File: src/design/utf8d_pkg.sv
// shared types and constants for the utf-8 byte stream decoder
package utf8d_pkg;

  localparam logic [31:0] SUBST_CP  = 32'h0000_FFFD;
  localparam int          CONT_BITS = 6;
  localparam int          ACC_W     = 32;

  typedef struct packed {
    logic [31:0] code_point;
    logic        is_replacement;
    logic        run_last;
  } result_t;

  typedef struct packed {
    logic [1:0]       count;
    result_t          r0;
    result_t          r1;
    logic [2:0]       need_next;
    logic [ACC_W-1:0] acc_next;
  } decode_out_t;

endpackage

File: src/design/utf8d_if.sv
// byte and code point channel interfaces
interface utf8d_byte_if;
  logic       valid;
  logic       ready;
  logic [7:0] byte_in;
  logic       last_byte;

  modport source (output valid, output byte_in, output last_byte, input ready);
  modport sink (input valid, input byte_in, input last_byte, output ready);
endinterface

interface utf8d_cp_if;
  logic        valid;
  logic        ready;
  logic [31:0] code_point;
  logic        is_replacement;
  logic        run_last;

  modport source (output valid, output code_point, output is_replacement,
                  output run_last, input ready);
  modport sink (input valid, input code_point, input is_replacement,
                input run_last, output ready);
endinterface

File: src/design/utf8d_decode.sv
// combinational decode of one byte against the sequence state
module utf8d_decode (
  input  logic [7:0]                byte_in,
  input  logic                      last_byte,
  input  logic [2:0]                need,
  input  logic [utf8d_pkg::ACC_W-1:0] acc,
  output utf8d_pkg::decode_out_t    dec
);

  logic [2:0]  lead_n;
  logic [7:0]  lead_payload;
  logic        is_cont;
  logic        f_emit;
  logic        f_load;
  logic [2:0]  f_need;
  logic [31:0] f_cp;
  logic        f_repl;
  logic [utf8d_pkg::ACC_W-1:0] acc_sh;
  logic [2:0]  need_dec;

  always_comb begin
    case (byte_in) inside
      8'b1111_1111: lead_n = 3'd7;
      8'b1111_1110: lead_n = 3'd6;
      8'b1111_110?: lead_n = 3'd5;
      8'b1111_10??: lead_n = 3'd4;
      8'b1111_0???: lead_n = 3'd3;
      8'b1110_????: lead_n = 3'd2;
      default:      lead_n = 3'd1;
    endcase
  end

  assign lead_payload = byte_in & (8'hFF >> ({1'b0, lead_n} + 4'd1));
  assign is_cont      = (byte_in[7:6] == 2'b10);
  assign acc_sh       = {acc[utf8d_pkg::ACC_W-utf8d_pkg::CONT_BITS-1:0],
                         byte_in[utf8d_pkg::CONT_BITS-1:0]};
  assign need_dec     = need - 3'd1;

  // byte seen with no sequence open
  always_comb begin
    f_emit = 1'b0;
    f_load = 1'b0;
    f_need = 3'd0;
    f_cp   = utf8d_pkg::SUBST_CP;
    f_repl = 1'b1;
    if (byte_in[7] == 1'b0) begin
      f_emit = 1'b1;
      f_cp   = {24'd0, byte_in};
      f_repl = 1'b0;
    end else if (byte_in[6] == 1'b0) begin
      f_emit = last_byte;
    end else begin
      f_load = 1'b1;
      f_emit = last_byte;
      f_need = last_byte ? 3'd0 : lead_n;
    end
  end

  always_comb begin
    dec          = '0;
    dec.need_next = need;
    dec.acc_next  = acc;
    if (need != 3'd0) begin
      if (is_cont) begin
        dec.acc_next = acc_sh;
        if (need_dec == 3'd0) begin
          dec.count         = 2'd1;
          dec.r0.code_point = acc_sh;
          dec.need_next     = 3'd0;
        end else if (last_byte) begin
          dec.count             = 2'd1;
          dec.r0.code_point     = utf8d_pkg::SUBST_CP;
          dec.r0.is_replacement = 1'b1;
          dec.need_next         = 3'd0;
        end else begin
          dec.need_next = need_dec;
        end
      end else begin
        // broken sequence, then the byte is handled afresh
        dec.r0.code_point     = utf8d_pkg::SUBST_CP;
        dec.r0.is_replacement = 1'b1;
        dec.r1.code_point     = f_cp;
        dec.r1.is_replacement = f_repl;
        dec.count             = f_emit ? 2'd2 : 2'd1;
        dec.need_next         = f_need;
        if (f_load) begin
          dec.acc_next = {24'd0, lead_payload};
        end
      end
    end else begin
      dec.r0.code_point     = f_cp;
      dec.r0.is_replacement = f_repl;
      dec.count             = f_emit ? 2'd1 : 2'd0;
      dec.need_next         = f_need;
      if (f_load) begin
        dec.acc_next = {24'd0, lead_payload};
      end
    end
    if (last_byte) begin
      dec.need_next = 3'd0;
    end
    dec.r0.run_last = (dec.count == 2'd1);
    dec.r1.run_last = 1'b1;
  end

endmodule

File: src/design/utf8d_result_buf.sv
// two-entry result register that drains one code point per cycle while the receiver is ready
module utf8d_result_buf (
  input  logic                 clk,
  input  logic                 rst,
  input  logic                 load,
  input  logic [1:0]           count,
  input  utf8d_pkg::result_t   r0,
  input  utf8d_pkg::result_t   r1,
  output logic                 can_load,
  utf8d_cp_if.source           code_points
);

  logic [1:0]         cnt;
  logic [1:0]         cnt_next;
  logic               pop;
  logic               take;
  utf8d_pkg::result_t slot0;
  utf8d_pkg::result_t slot1;

  assign pop      = (cnt != 2'd0) && code_points.ready;
  assign can_load = (cnt == 2'd0) || ((cnt == 2'd1) && code_points.ready);
  assign take     = load && can_load;

  always_comb begin
    if (take) begin
      cnt_next = count;
    end else if (pop) begin
      cnt_next = cnt - 2'd1;
    end else begin
      cnt_next = cnt;
    end
  end

  always_ff @(posedge clk) begin
    if (rst) begin
      cnt <= 2'd0;
    end else begin
      cnt <= cnt_next;
    end
  end

  always_ff @(posedge clk) begin
    if (take) begin
      slot0 <= r0;
      slot1 <= r1;
    end else if (pop && (cnt == 2'd2)) begin
      slot0 <= slot1;
    end
  end

  assign code_points.valid          = (cnt != 2'd0);
  assign code_points.code_point     = slot0.code_point;
  assign code_points.is_replacement = slot0.is_replacement;
  assign code_points.run_last       = slot0.run_last;

endmodule

File: src/design/utf8_byte_stream_decoder_top.sv
// utf-8 byte stream decoder top level
//
//   channel       dir  payload
//   bytes         in   byte_in[7:0], last_byte
//   code_points   out  code_point[31:0], is_replacement, run_last
//
// one byte per cycle while each byte gives at most one code point and the
// receiver takes every code point; a byte that gives two code points holds
// the input while the first of them drains through the single output port
// of the two-entry result register.
// the first code point of a byte passes the input and result registers.
// rst is synchronous and clears the input, result and sequence state.
module utf8_byte_stream_decoder_top (
  input  logic        clk,
  input  logic        rst,
  utf8d_byte_if.sink  bytes,
  utf8d_cp_if.source  code_points
);

  logic                          in_vld;
  logic [7:0]                    in_byte;
  logic                          in_last;
  logic [2:0]                    need;
  logic [utf8d_pkg::ACC_W-1:0]   acc;
  logic                          can_load;
  logic                          take;
  utf8d_pkg::decode_out_t        dec;

  assign take        = in_vld && can_load;
  assign bytes.ready = !in_vld || can_load;

  always_ff @(posedge clk) begin
    if (rst) begin
      in_vld <= 1'b0;
    end else if (bytes.valid && bytes.ready) begin
      in_vld <= 1'b1;
    end else if (take) begin
      in_vld <= 1'b0;
    end
  end

  always_ff @(posedge clk) begin
    if (bytes.valid && bytes.ready) begin
      in_byte <= bytes.byte_in;
      in_last <= bytes.last_byte;
    end
  end

  always_ff @(posedge clk) begin
    if (rst) begin
      need <= 3'd0;
      acc  <= '0;
    end else if (take) begin
      need <= dec.need_next;
      acc  <= dec.acc_next;
    end
  end

  utf8d_decode u_decode (
    .byte_in   (in_byte),
    .last_byte (in_last),
    .need      (need),
    .acc       (acc),
    .dec       (dec)
  );

  utf8d_result_buf u_result_buf (
    .clk         (clk),
    .rst         (rst),
    .load        (in_vld),
    .count       (dec.count),
    .r0          (dec.r0),
    .r1          (dec.r1),
    .can_load    (can_load),
    .code_points (code_points)
  );

`ifndef SYNTHESIS
  a_last_closes_seq: assert property (@(posedge clk) disable iff (rst)
    take && in_last |=> need == 3'd0)
    else $error("sequence still open after last item");

  a_repl_value: assert property (@(posedge clk) disable iff (rst)
    code_points.valid && code_points.is_replacement |->
      code_points.code_point == utf8d_pkg::SUBST_CP)
    else $error("replacement flag without substitute value");

  a_pair_head: assert property (@(posedge clk) disable iff (rst)
    take && dec.count == 2'd2 |=> code_points.valid && !code_points.run_last)
    else $error("first of two results marked as final");
`endif

endmodule
File: src/flat_wrapper.sv
// flat-port wrapper written by rule: the top's interface ports become plain ports
module utf8_byte_stream_decoder_top_flat 
  (clk, rst, bytes_valid, bytes_byte_in, bytes_last_byte, bytes_ready, code_points_valid, code_points_code_point, code_points_is_replacement, code_points_run_last, code_points_ready);
  utf8d_byte_if bytes_i ();
  utf8d_cp_if code_points_i ();
  input  logic clk;
  input  logic rst;
  input wire logic [$bits(bytes_i.valid)-1:0] bytes_valid;
  input wire logic [$bits(bytes_i.byte_in)-1:0] bytes_byte_in;
  input wire logic [$bits(bytes_i.last_byte)-1:0] bytes_last_byte;
  output wire logic [$bits(bytes_i.ready)-1:0] bytes_ready;
  output wire logic [$bits(code_points_i.valid)-1:0] code_points_valid;
  output wire logic [$bits(code_points_i.code_point)-1:0] code_points_code_point;
  output wire logic [$bits(code_points_i.is_replacement)-1:0] code_points_is_replacement;
  output wire logic [$bits(code_points_i.run_last)-1:0] code_points_run_last;
  input wire logic [$bits(code_points_i.ready)-1:0] code_points_ready;
  assign bytes_i.valid = bytes_valid;
  assign bytes_i.byte_in = bytes_byte_in;
  assign bytes_i.last_byte = bytes_last_byte;
  assign bytes_ready = bytes_i.ready;
  assign code_points_valid = code_points_i.valid;
  assign code_points_code_point = code_points_i.code_point;
  assign code_points_is_replacement = code_points_i.is_replacement;
  assign code_points_run_last = code_points_i.run_last;
  assign code_points_i.ready = code_points_ready;
  utf8_byte_stream_decoder_top u_core (.clk(clk), .rst(rst), .bytes(bytes_i), .code_points(code_points_i));
endmodule
File: config.mk
export PLATFORM = sky130hd
export DESIGN_NAME = utf8_byte_stream_decoder_top_flat
export DESIGN_NICKNAME = d
export VERILOG_FILES = /design/src/design/utf8d_pkg.sv /design/src/design/utf8d_if.sv /design/src/design/utf8d_decode.sv /design/src/design/utf8d_result_buf.sv /design/src/design/utf8_byte_stream_decoder_top.sv /design/src/flat_wrapper.sv
export SDC_FILE = /design/constraint.sdc
export NUM_CORES = 1
export LEC_CHECK = 0
export ABC_AREA = 1
export BUFFER_PORTS_ARGS = -buffer_cell sky130_fd_sc_hd__buf_2
export CAP_MARGIN = 30
export CORE_ASPECT_RATIO = 1.75
export CORE_MARGIN = 2
export CORE_UTILIZATION = 50
export DETAILED_ROUTE_END_ITERATION = 16
export HOLD_SLACK_MARGIN = 0.1
export PLACE_DENSITY = 0.74
export REMOVE_ABC_BUFFERS = 1
export SETUP_SLACK_MARGIN = 0.5
export SLEW_MARGIN = 0
export SYNTH_ARGS = -nofsm -noshare
export SYNTH_HDL_FRONTEND = slang
export SYNTH_SLANG_ARGS = --single-unit
File: constraint.sdc
create_clock -name clk -period 3.2 [get_ports clk]
set_clock_uncertainty 0.1 [all_clocks]
set_input_delay 0.16 -clock clk [delete_from_list [all_inputs] [get_ports clk]]
set_output_delay 0.16 -clock clk [all_outputs]
set_load 0.01 [all_outputs]
==> results.json <==
{
  "grt_overflow_total": 0,
  "ys_seq_elements": 83,
  "layout_common_cells": "nand2_1 (88), nor2_1 (61), edfxtp_1 (51), buf_2 (48)",
  "htreeDepth": 3,
  "hold_viol_final": 0,
  "layout.nets": 461,
  "vias": 2802,
  "async_flop_share_pct": 0,
  "track_usage_pct": 20.1,
  "numPortBuffers": 48,
  "grt_pass1_wl_mm": 11.4,
  "ys_types": 34,
  "synthXorXnorAreaFrac_pct": 0.243,
  "dieArea_sq_mm": 0.00793,
  "rows": 41,
  "die_h_microns": 116,
  "clk_pin_slew_ns": 0.06,
  "wire_per_inst_microns": 13.5,
  "cts_tree": "yes",
  "num_antenna_cells": 0,
  "synth_edf_count": 51,
  "start_kind": "flip-flop",
  "slew_viol_final": 0,
  "die_w_microns": 68.2,
  "synth-compound-area-share_pct": 10.7,
  "max_clock_freq_ghz": 0.438,
  "dp_hpwl_mm": 4.87,
  "synthCells": 382,
  "synth_area_leaders": "edfxtp_1 (43%), dfxtp_1 (18%), nand2_1 (9.2%)",
  "ios": 49,
  "synth_top_family_by_area": "simple AND/OR/NAND/NOR gates",
  "syn_to_final_growth_pct": 20.1,
  "grt_use_met3_pct": 4.91,
  "cts.sinks": 83,
  "grt_busiest_layer": "met2",
  "critical_path_class": "reg -> reg",
  "synth_ff_type": "edfxtp_1",
  "ys_warn_count": 0,
  "critPathCaptureType": "flip-flop",
  "dr.pass1.iters": 4,
  "syn_area_sq_mm": 0.00360,
  "yosysTopAreaCell": "edfxtp_1",
  "grt_pass1_vias": 2523,
  "routed_wl_mm": 7.21,
  "cp.arrival_ns": 2.25,
  "cts_buffer_depth": 2,
  "vias_per_cell": 5.26,
  "place.gp.congestion": 0.908,
  "drt_iter0_drc": 208,
  "gr-usage-met1_pct": 20.6,
  "seq_area_frac_synth_pct": 60.3,
  "synthSimpleGateAreaFrac_pct": 21.6,
  "placed_cells": 505,
  "fp.coreArea_sq_mm": 0.00708,
  "worst_hold_path_type": "in -> reg",
  "cts_setup_buffers": 0,
  "ant_nets": 0,
  "cts_resized": 0,
  "avgSynthCellArea_sq_um": 9.43,
  "peakVddDrop_mv": 0.339,
  "initial_core_util_pct": 50.9,
  "power_per_cell_area_mw_per_mm2": 698,
  "hold_ws_ns": 0.136,
  "finalSetupViolCount": 0,
  "final-seq-area_sq_mm": 0.00217,
  "grt_max_degree": 35,
  "rsz0062_at_grt": "false",
  "post-route-period-util_pct": 71.3,
  "clock-root-buffer": "clkbuf_16",
  "cap_violations": 0,
  "slew_headroom_pct": 65.4,
  "clkLatencyLatePin_ns": 0.33,
  "status": "completed",
  "numCtsBuffers": 9,
  "synth-adder-area-share_pct": 2.08,
  "antenna_found_initial": 0,
  "period_needed_ns": 2.28,
  "tightest_slew_ns": 0.517,
  "final_cells": 533,
  "synth_mux_area_share_pct": 0,
  "synth_top_area_share_pct": 42.5,
  "crit_required_ns": 3.17,
  "drc": 0,
  "power.leakage_nw": 1.71,
  "fill_cells": 595,
  "crit_fanout": 27,
  "grt_use_met2_pct": 33.5,
  "mostFrequentLayoutCell": "nand2_1",
  "multiInputGateArea_sq_mm": 0.00125,
  "drive_gt1_share_pct": 18.3
}
## sequential cells by signal, indices dropped and copies added, names as in the netlist
signal and count:
u_core.need 3, u_core.in_vld 1, u_core.u_result_buf.code_points.run_last 1, u_core.u_result_buf.code_points.code_point 32, u_core.u_result_buf.cnt 2, u_core.u_result_buf.slot1 8
u_core.acc 26, u_core.in_last 1, u_core.in_byte 8, u_core.u_result_buf.code_points.is_replacement 1
## cell usage after synthesis (2+ instances only)
| cell | count |
|---|---|
| o22ai_1 | 2 |
| clkbuf_1 | 3 |
| buf_2 | 5 |
| edfxtp_1 | 51 |
| o21ai_2 | 2 |
| nor3_1 | 11 |
| nand2_2 | 2 |
| ha_1 | 6 |
| nand2_4 | 2 |
| a31oi_1 | 2 |
| nand2_1 | 88 |
| inv_2 | 3 |
| buf_4 | 4 |
| dfxtp_1 | 32 |
| nor2_8 | 2 |
| nand3_1 | 10 |
| nor2_1 | 62 |
| o211ai_1 | 3 |
| inv_1 | 23 |
| o21ai_0 | 24 |
| a21oi_1 | 32 |
## routing by layer
metal	wire length (microns)	share of wire, %
met4	440	6.1
met2	3820	53
met1	2510	35
met5	0	0
met3	430	6.0
## final cells by class
type / count / share of cell area [%]
multi-input combinational: 258 / 28.9
clock inverter: 3 / 1.04
clock buffer: 13 / 6.25
inverter: 28 / 2.49
sequential: 83 / 50.2
timing repair buffer: 62 / 8.68
tap: 86 / 2.49
## power breakdown
part           switching (mW)  internal (mW)
combinational           0.383          0.187
clock                   0.388          0.668
sequential             0.0570           1.34
total                   0.827           2.19
## stage by stage
stage,power (mW),setup TNS (ns),setup slack (ns),util (%),instance area (sq um)
after floorplan,1.77,-20.88,-0.614,-,3530
after global placement,1.96,0,1.04,55.0,3890
after detailed placement,1.98,0,0.926,55.0,3890
after CTS,3.06,0,0.899,61.1,4330
after global routing,3.19,0,0.660,61.1,4330
final,3.02,0,0.919,61.1,4330
## path summary, 6_finish.rpt
path / start / end / slack [ns] / cells past startpoint
max: u_core.need[0] / u_core.u_result_buf.code_points.code_point[12] / 0.92 / 8
min: code_points_ready / u_core.u_result_buf.cnt[0] / 0.14 / 4
min reg2reg: u_core.acc[20] / u_core.acc[20] / 0.36 / 2
max reg2reg: u_core.need[0] / u_core.u_result_buf.code_points.code_point[12] / 0.92 / 8
## repair_timing
| action | 4_1_cts | 5_1_grt |
|---|---|---|
| endpoints found under the hold margin | 19 | 0 |
| endpoints found under the setup margin | 0 | 0 |
| hold buffers | 12 | 0 |
## worst max-delay path, cell delays in order (launching register included)
cell	delay, ns
dfxtp_1	0.37
inv_1	0.07
ha_1	0.20
xnor2_1	0.25
nand2_2	0.37
nand3_1	0.17
o2111ai_1	0.16
o21ai_2	0.20
nand2_1	0.11
## cell families after synthesis
logic type	count (synthesis)
buffers and inverters	41
AO/OA/AOI/OAI	70
AND/OR/NAND/NOR	181
flip-flops	83
XOR/XNOR	1
adder cells (fa/ha/maj)	6
(Power assumes the default switching activity.)
